### config.mk
export PLATFORM = sky130hd
export DESIGN_NAME = ready_wait_queue_scheduler
export DESIGN_NICKNAME = d
export VERILOG_FILES = /design/src/rtl/rwqs_pkg.sv /design/src/rtl/ready_wait_queue_scheduler.sv /design/src/rtl/rwqs_ctrl.sv /design/src/rtl/rwqs_dp.sv
export SDC_FILE = /design/constraint.sdc
export NUM_CORES = 1
export LEC_CHECK = 0
export BUFFER_PORTS_ARGS = -buffer_cell sky130_fd_sc_hd__buf_2
export CAP_MARGIN = 20
export CORE_MARGIN = 10
export CORE_UTILIZATION = 55
export CTS_BUF_LIST = sky130_fd_sc_hd__clkbuf_4 sky130_fd_sc_hd__clkbuf_8
export DETAILED_ROUTE_END_ITERATION = 8
export PLACE_DENSITY = 0.71
export SLEW_MARGIN = 20
export SYNTH_ARGS = -nofsm -noshare
export SYNTH_HDL_FRONTEND = slang
export SYNTH_SLANG_ARGS = --single-unit
### constraint.sdc
create_clock -name clk -period 13.05 [get_ports clk]
set_input_delay 0.6525 -clock clk [delete_from_list [all_inputs] [get_ports clk]]
set_output_delay 0.6525 -clock clk [all_outputs]
set_load 0.05 [all_outputs]
### src/rtl/rwqs_pkg.sv
// ----------------------------------------------------------------------------
// rwqs_pkg: shared types and constants for the ready/wait queue scheduler
// Default sizes, opcodes and the command/status bundle.
// ----------------------------------------------------------------------------
package rwqs_pkg;

  localparam int DEF_QUEUE_DEPTH = 16;
  localparam int DEF_MAX_WAIT    = 10;

  localparam logic OP_ADD  = 1'b0;
  localparam logic OP_TICK = 1'b1;

  // controller -> datapath commands
  typedef struct packed {
    logic add;        // append the add record
    logic pop_head;   // step 1
    logic clr_run;    // step 1 on an empty ready queue
    logic start_mod;  // load latched pick, begin modulo reduction
    logic mod_step;   // one restoring-subtract step
    logic sleep_mv;   // step 2: move picked entry into wait queue
    logic age_step;   // step 3: age one wait entry
    logic promote;    // step 4
    logic finish;     // raise the result beat
  } rwqs_cmd_t;

  // datapath -> controller status
  typedef struct packed {
    logic full;
    logic ready_empty;
    logic mod_done;
    logic age_done;
    logic wait_empty;
  } rwqs_sts_t;

endpackage

### src/rtl/ready_wait_queue_scheduler.sv
// ----------------------------------------------------------------------------
// ready_wait_queue_scheduler: top level
// Ready FIFO and sorted wait queue of process records.
// ----------------------------------------------------------------------------
// Add: the accepting cycle moves to the FIN state, which registers the result beat.
// Tick: pop, 16-step modulo reduction and sleep move (skipped when nothing goes to
// sleep), one-entry-per-cycle ageing walk over up to 16 wait entries, promotion.
// One item at a time; busy is high until the result beat, next start taken then.
// Synchronous reset empties both queues and clears the running register.
module ready_wait_queue_scheduler
  import rwqs_pkg::*;
#(
  parameter int QUEUE_DEPTH = DEF_QUEUE_DEPTH,
  parameter int MAX_WAIT    = DEF_MAX_WAIT
) (
  input  logic        clk,
  input  logic        rst_n,
  input  logic        start,
  output logic        busy,
  input  logic        in_operation,
  input  logic [7:0]  in_proc_id,
  input  logic        in_proc_background,
  input  logic [15:0] in_sleep_pick,
  input  logic [3:0]  in_wait_time,
  output logic        out_strobe,
  output logic        out_add_accepted,
  output logic        out_running_valid,
  output logic [7:0]  out_running_id,
  output logic        out_running_background,
  output logic        out_running_promoted,
  output logic [4:0]  out_ready_count,
  output logic [4:0]  out_wait_count
);

  rwqs_cmd_t cmd;
  rwqs_sts_t sts;

  rwqs_ctrl u_ctrl (
    .clk, .rst_n, .start, .in_operation, .sts, .cmd, .busy
  );

  rwqs_dp #(.QUEUE_DEPTH(QUEUE_DEPTH), .MAX_WAIT(MAX_WAIT)) u_dp (
    .clk, .rst_n, .start, .busy, .in_proc_id, .in_proc_background,
    .in_sleep_pick, .in_wait_time, .cmd, .sts, .out_strobe,
    .out_add_accepted, .out_running_valid, .out_running_id,
    .out_running_background, .out_running_promoted,
    .out_ready_count, .out_wait_count
  );

endmodule

### src/rtl/rwqs_ctrl.sv
// ----------------------------------------------------------------------------
// rwqs_ctrl: command sequencer
// Steps an item through the scheduling phases and drives the datapath.
// ----------------------------------------------------------------------------
module rwqs_ctrl
  import rwqs_pkg::*;
(
  input  logic      clk,
  input  logic      rst_n,
  input  logic      start,
  input  logic      in_operation,
  input  rwqs_sts_t sts,
  output rwqs_cmd_t cmd,
  output logic      busy
);

  localparam logic [2:0] S_IDLE = 3'd0;
  localparam logic [2:0] S_POP  = 3'd1;
  localparam logic [2:0] S_MOD  = 3'd2;
  localparam logic [2:0] S_SLP  = 3'd3;
  localparam logic [2:0] S_AGE  = 3'd4;
  localparam logic [2:0] S_PRO  = 3'd5;
  localparam logic [2:0] S_FIN  = 3'd6;

  logic [2:0] state_r, state_nxt;

  // next state and commands
  always_comb begin
    state_nxt = state_r;
    cmd       = '0;
    case (state_r)
      S_IDLE: begin
        if (start) begin
          if (in_operation == OP_ADD) begin
            cmd.add   = !sts.full;
            state_nxt = S_FIN;
          end else begin
            state_nxt = S_POP;
          end
        end
      end
      S_POP: begin
        cmd.pop_head = !sts.ready_empty;
        cmd.clr_run  = sts.ready_empty;
        state_nxt    = S_MOD;
      end
      S_MOD: begin
        cmd.start_mod = 1'b1;
        state_nxt     = sts.ready_empty ? S_AGE : S_SLP;
      end
      S_SLP: begin
        if (sts.mod_done) begin
          cmd.sleep_mv = 1'b1;
          state_nxt    = S_AGE;
        end else begin
          cmd.mod_step = 1'b1;
        end
      end
      S_AGE: begin
        if (sts.age_done) state_nxt = S_PRO;
        else cmd.age_step = 1'b1;
      end
      S_PRO: begin
        cmd.promote = !sts.wait_empty;
        state_nxt   = S_FIN;
      end
      S_FIN: begin
        cmd.finish = 1'b1;
        state_nxt  = S_IDLE;
      end
      default: state_nxt = S_IDLE;
    endcase
  end

  always_ff @(posedge clk) begin
    if (!rst_n) state_r <= S_IDLE;
    else        state_r <= state_nxt;
  end

  assign busy = (state_r != S_IDLE);

endmodule

### src/rtl/rwqs_dp.sv
// ----------------------------------------------------------------------------
// rwqs_dp: queue datapath
// Ready and wait queues as shift registers, modulo unit, ageing walk.
// ----------------------------------------------------------------------------
module rwqs_dp
  import rwqs_pkg::*;
#(
  parameter int QUEUE_DEPTH = DEF_QUEUE_DEPTH,
  parameter int MAX_WAIT    = DEF_MAX_WAIT
) (
  input  logic        clk,
  input  logic        rst_n,
  input  logic        start,
  input  logic        busy,
  input  logic [7:0]  in_proc_id,
  input  logic        in_proc_background,
  input  logic [15:0] in_sleep_pick,
  input  logic [3:0]  in_wait_time,
  input  rwqs_cmd_t   cmd,
  output rwqs_sts_t   sts,
  output logic        out_strobe,
  output logic        out_add_accepted,
  output logic        out_running_valid,
  output logic [7:0]  out_running_id,
  output logic        out_running_background,
  output logic        out_running_promoted,
  output logic [4:0]  out_ready_count,
  output logic [4:0]  out_wait_count
);

  localparam int IW = $clog2(QUEUE_DEPTH);
  localparam int CW = $clog2(QUEUE_DEPTH + 1);
  localparam int WW = $clog2(MAX_WAIT + 1);

  typedef struct packed {
    logic [7:0]    id;
    logic          bg;
    logic          pro;
    logic [WW-1:0] wt;
  } rec_t;

  rec_t          rdy_r [QUEUE_DEPTH];
  rec_t          wq_r  [QUEUE_DEPTH];
  logic [CW-1:0] rlen_r, wlen_r;
  rec_t          run_r;
  logic          run_v_r;
  logic [15:0]   rem_r;
  logic [4:0]    mbit_r;
  logic          mod_done_r;
  logic [CW-1:0] ai_r, kept_r;
  logic [WW-1:0] wt_r;
  logic [15:0]   pick_r;
  logic          acc_r;

  // clamp wait
  logic [WW-1:0] wt_c;
  always_comb begin
    if (in_wait_time == 4'd0) wt_c = WW'(1);
    else if (32'(in_wait_time) > MAX_WAIT) wt_c = WW'(MAX_WAIT);
    else wt_c = WW'(in_wait_time);
  end

  // restoring modulo: one bit per cycle
  logic [31:0] sub_w;
  assign sub_w = {16'd0, rem_r} - (32'(rlen_r) << mbit_r);

  // sleep insert position: after all waits <= new
  logic [CW-1:0] ins_pos;
  always_comb begin
    ins_pos = '0;
    for (int i = 0; i < QUEUE_DEPTH; i++)
      if (CW'(i) < wlen_r && wq_r[i].wt <= wt_r) ins_pos = CW'(i + 1);
  end

  logic [IW-1:0] pick_i;
  assign pick_i = rem_r[IW-1:0];
  logic [IW-1:0] ai_i;
  assign ai_i = ai_r[IW-1:0];
  logic [IW-1:0] kept_i;
  assign kept_i = kept_r[IW-1:0];
  rec_t aged;
  always_comb begin
    aged    = wq_r[ai_i];
    aged.wt = aged.wt - WW'(1);
  end

  // the walk ends once every entry present at its start has been aged
  assign sts.full        = (32'(rlen_r) + 32'(wlen_r)) >= QUEUE_DEPTH;
  assign sts.ready_empty = (rlen_r == '0);
  assign sts.mod_done    = mod_done_r;
  assign sts.age_done    = (ai_r >= wlen_r);
  assign sts.wait_empty  = (wlen_r == '0);

  always_ff @(posedge clk) begin
    if (start && !busy) begin
      pick_r <= in_sleep_pick;
      wt_r   <= wt_c;
    end
    if (cmd.add) begin
      rdy_r[rlen_r[IW-1:0]] <= '{id: in_proc_id, bg: in_proc_background, pro: 1'b0, wt: '0};
    end
    if (cmd.pop_head) begin
      run_r <= rdy_r[0];
      for (int i = 0; i < QUEUE_DEPTH - 1; i++) rdy_r[i] <= rdy_r[i + 1];
    end
    if (cmd.start_mod) begin
      rem_r      <= pick_r;
      mbit_r     <= 5'd15;
      mod_done_r <= 1'b0;
    end
    if (cmd.mod_step) begin
      if (!sub_w[31]) rem_r <= sub_w[15:0];
      if (mbit_r == 5'd0) mod_done_r <= 1'b1;
      else mbit_r <= mbit_r - 5'd1;
    end
    if (cmd.sleep_mv) begin
      for (int i = 0; i < QUEUE_DEPTH - 1; i++)
        if (IW'(i) >= pick_i) rdy_r[i] <= rdy_r[i + 1];
      for (int i = 1; i < QUEUE_DEPTH; i++)
        if (CW'(i) > ins_pos) wq_r[i] <= wq_r[i - 1];
      wq_r[ins_pos[IW-1:0]] <= '{id: rdy_r[pick_i].id, bg: rdy_r[pick_i].bg,
                                 pro: rdy_r[pick_i].pro, wt: wt_r};
    end
    if (cmd.age_step) begin
      if (aged.wt == '0) rdy_r[rlen_r[IW-1:0]] <= aged;
      else wq_r[kept_i] <= aged;
    end
    if (cmd.promote) begin
      rdy_r[rlen_r[IW-1:0]] <= '{id: wq_r[0].id, bg: wq_r[0].bg, pro: 1'b1, wt: wq_r[0].wt};
      for (int i = 0; i < QUEUE_DEPTH - 1; i++) wq_r[i] <= wq_r[i + 1];
    end
  end

  // control registers
  always_ff @(posedge clk) begin
    if (!rst_n) begin
      rlen_r     <= '0;
      wlen_r     <= '0;
      run_v_r    <= 1'b0;
      ai_r       <= '0;
      kept_r     <= '0;
      acc_r      <= 1'b0;
      out_strobe <= 1'b0;
    end else begin
      out_strobe <= cmd.finish;
      if (start && !busy) begin
        acc_r  <= cmd.add;
        ai_r   <= '0;
        kept_r <= '0;
      end
      if (cmd.add) begin
        rlen_r <= rlen_r + CW'(1);
      end
      if (cmd.pop_head) begin
        rlen_r  <= rlen_r - CW'(1);
        run_v_r <= 1'b1;
      end
      // a tick on an empty ready queue clears the running register
      if (cmd.clr_run) run_v_r <= 1'b0;
      if (cmd.sleep_mv) begin
        rlen_r <= rlen_r - CW'(1);
        wlen_r <= wlen_r + CW'(1);
      end
      if (cmd.age_step) begin
        ai_r <= ai_r + CW'(1);
        if (aged.wt == '0) rlen_r <= rlen_r + CW'(1);
        else kept_r <= kept_r + CW'(1);
        if (ai_r + CW'(1) == wlen_r) wlen_r <= (aged.wt == '0) ? kept_r : kept_r + CW'(1);
      end
      if (cmd.promote) begin
        rlen_r <= rlen_r + CW'(1);
        wlen_r <= wlen_r - CW'(1);
      end
    end
  end

  assign out_add_accepted       = acc_r;
  assign out_running_valid      = run_v_r;
  assign out_running_id         = run_v_r ? run_r.id : 8'd0;
  assign out_running_background = run_v_r & run_r.bg;
  assign out_running_promoted   = run_v_r & run_r.pro;
  assign out_ready_count        = 5'(rlen_r);
  assign out_wait_count         = 5'(wlen_r);

endmodule

==> results.tsv <==
stage	metric	value	unit
run_status	outcome	completed	
global_route	grt_pass1_vias	20882	
sta	fin_skew	40.3	ps
detailed_routing	routed_wl	79.2	mm
sta	setup_tns	0	ps
sta	hold_slack	148	ps
clock_network	clk_path_buf_depth	3	
worst_setup_path	cp-end-kind	flip-flop	
sta	period_minus_slack	5680	ps
logic_synthesis	synth-main-ff-cell	edfxtp_1	
logic_synthesis	synth_nets	2566	
global_route	grt_start_max_net_pins	63	
placed_design	preCtsSetupSlack	7470	ps
finish	fill_cells	4097	
logic_synthesis	yosys.cell_types.count	87	
worst_setup_path	cp-start-kind	flip-flop	
die	die_x	249	um
finish	fin_nets	2586	
logic_synthesis	synth_warnings	0	
clock_network	cts.sinks	466	
logic_synthesis	synth-edff-count	414	
pwr	p_leak	11.7	nW
placed_design	dp_hpwl	55.7	mm
sta	setup_viol	0	
logic_synthesis	ys_seq_area_frac	0.466	
die	dieArea	0.0621	sq mm
sta	period_share	0.436	
worst_setup_path	cp_max_fo	17	
clock_network	cts_inserted_buffers	81	
global_route	antenna_found_initial	1	
placed_design	gp_congestion	0.970	
sta	worst_pin_slew	1100	ps
clock_network	hold_buffers	0	
sta	finalWorstSetupSlack	7370	ps
logic_synthesis	synth_xor_area_frac	0.00849	
detailed_routing	firstDrtPassIters	6	
sta	clock.fmax	176	MHz
clock_network	root_buffer	clkbuf_8	
global_route	gr-total-overflow	0	
sta	rsz0062_at_grt	no	
logic_synthesis	synth_mux_area_frac	0.250	
pwr	p_per_area	152	mW/mm^2
worst_setup_path	cp.required	13340	ps
die	core	0.0517	sq mm
logic_synthesis	synth_top_family_by_area	multiplexers	
pwr	irDropWorstVdd	0.000103	V
detailed_routing	vias_per_cell	6.55	
clock_network	clk_pin_slew_worst_paths	70	ps
sta	hold_violations	0	
logic_synthesis	synth-compound-area-share	0.103	
clock_network	postCtsSetupRepairBufs	0	
worst_setup_path	path_class	reg -> reg	
logic_synthesis	ys_ff_latch	466	
finish	stdcell_area	0.0314	sq mm
detailed_routing	avgRoutedWirePerCell	24.8	um
clock_network	cts_tree	built	
logic_synthesis	syn_avg_cell_area	11.9	sq um
logic_synthesis	yosys.area_share.simple	0.0871	
detailed_routing	antenna_left	0	
clock_network	htreeDepth	3	
sta	slew_viol_final	0	
die	rows	83	
finish	area.growth.synth_to_final	8.81	%
detailed_routing	drc	0	
logic_synthesis	synth_fa_ha_area_frac	0.0456	
sta	relSlewSlack	0.270	
clock_network	cts_resized	0	
worst_setup_path	rrSetupSlack	7370	ps
logic_synthesis	syn_area	0.0289	sq mm
detailed_routing	drt_iter0_drc	2105	
logic_synthesis	netlist_instances	2429	
finish	drive_above_1_share	0.177	
placed_design	io_buffer_count	56	
die	start_util	0.559	
logic_synthesis	synthArstFlopShare	0	
global_route	grt_pass1_wl	124	mm
min_path	hold_path_class	in -> reg	
die	ios	57	
flow_run	cap_violations	0	
clock_network	clk_latency	700	ps
detailed_routing	vias	20946	
global_route	track_usage	0.249	
placed_design	placed_area	0.0297	sq mm
worst_setup_path	cp.arrival	5980	ps
die	die_y	249	um
-- through the flow --
step	power, W	instances	utilization
global route	0.00500	3196	0.608
detailed placement	0.00335	3045	0.575
finish	0.00477	3197	0.608
floorplan	0.00291	2429	-
CTS	0.00478	3195	0.608
global placement	0.00330	3044	0.574
-- cells in the mapped netlist, drive strengths merged, types with 7 or more instances --
| library cell | count | area, sq um |
|---|---|---|
| mux2i | 444 | 4440 |
| edfxtp | 414 | 12400 |
| nand2 | 227 | 852 |
| o21ai | 204 | 1030 |
| mux4 | 119 | 2680 |
| clkbuf | 113 | 427 |
| a21oi | 108 | 586 |
| ha | 103 | 1290 |
| inv | 85 | 319 |
| nor2 | 84 | 320 |
| buf | 64 | 397 |
| nand3 | 53 | 265 |
| dfxtp | 52 | 1040 |
| nor2b | 23 | 144 |
| nand2b | 22 | 138 |
| a21o | 21 | 158 |
| nand4 | 21 | 131 |
| nor3 | 20 | 110 |
| and2 | 19 | 119 |
| xnor2 | 15 | 131 |
| a22oi | 13 | 126 |
| o21bai | 13 | 97.6 |
| or2 | 13 | 81.3 |
| xor2 | 13 | 114 |
| nor4 | 12 | 93.8 |
| o21a | 12 | 90.1 |
| and3 | 10 | 62.6 |
| mux2 | 10 | 113 |
| a21boi | 9 | 67.6 |
| a211oi | 8 | 65.1 |
| a31oi | 7 | 43.8 |
| o22ai | 7 | 57.6 |
| or3 | 7 | 43.8 |
-- power by group --
group	leakage [nW]	total, W	internal, W	switching (W)
Sequential	4.17	0.00191	0.00179	0.000123
Clock	0.889	0.00143	0.000786	0.000649
Combinational	6.61	0.00142	0.000551	0.000867
-- cells by family after synthesis --
| logic type | after synthesis |
|---|---|
| XOR/XNOR | 28 |
| adder cells (fa/ha/maj) | 105 |
| AO/OA/AOI/OAI | 465 |
| AND/OR/NAND/NOR | 530 |
| buffers and inverters | 262 |
| multiplexers | 573 |
| flip-flops | 466 |
-- worst paths after layout --
kind	from	cells past startpoint	endpoint
hold / removal	in_sleep_pick[9]	1	u_dp.pick_r[9]
hold reg to reg	u_dp.rdy_r[0][7]	0	u_dp.run_r[7]
setup reg to reg	u_dp.wt_r[1]	11	u_dp.wq_r[4][6]
setup / recovery	u_dp.wt_r[1]	11	u_dp.wq_r[4][6]
-- placed cells by master, fill, tap and decap left out, drive strengths merged, types with 31 or more instances in the layout --
cell type  Yosys  final
a21oi        108    108
buf           64    113
clkbuf       113    108
clkinv         0     31
dfxtp         52     52
edfxtp       414    414
ha           103    103
inv           85     89
mux2i        444    444
mux4         119    119
nand2        227    227
nand3         53     53
nor2          84     84
o21ai        204    204
-- layer usage --
layer | up-vias | track usage | share of wire
li1 | 9312 | - | -
met1 | 10505 | 0.346 | 0.43
met2 | 973 | 0.388 | 0.46
met3 | 154 | 0.0406 | 0.083
met4 | 2 | 0.0901 | 0.029
met5 | - | 0 | 0.00014
-- critical path, stage by stage, from the launching register on --
cell and delay (ps):
edfxtp_1 410, inv_1 550, ha_1 370, nand4_1 140, a22o_1 170, a21o_1 160, nand2b_1 150, a2111oi_2 760
nand2_1 780, nor2_1 370, a22o_1 800, nand3b_1 630
-- registers in the layout, summed over array words and instances (netlist names), 3 cells and up, named ones only --
signal / cells
u_dp.mbit_r: 5
u_dp.wq_r: 224
u_dp.out_wait_count: 5
u_dp.kept_r: 5
u_dp.rem_r: 16
u_dp.rdy_r: 160
u_ctrl.state_r: 3
u_dp.ai_r: 5
u_dp.pick_r: 16
u_dp.run_r: 10
u_dp.wt_r: 4
u_dp.out_ready_count: 5
-- layout make-up --
cell class	instances	area (sq um)	share of cell area
Inverter	85	319	0.0101
Multi-Input combinational cell	1701	14400	0.457
Antenna cell	1	2.50	0.0000796
Timing Repair Buffer	114	716	0.0228
Sequential cell	466	13500	0.429
Tap cell	680	851	0.0271
Clock buffer	107	1310	0.0417
Clock inverter	43	400	0.0127
No activity file was read; power rests on OpenSTA's default activity.
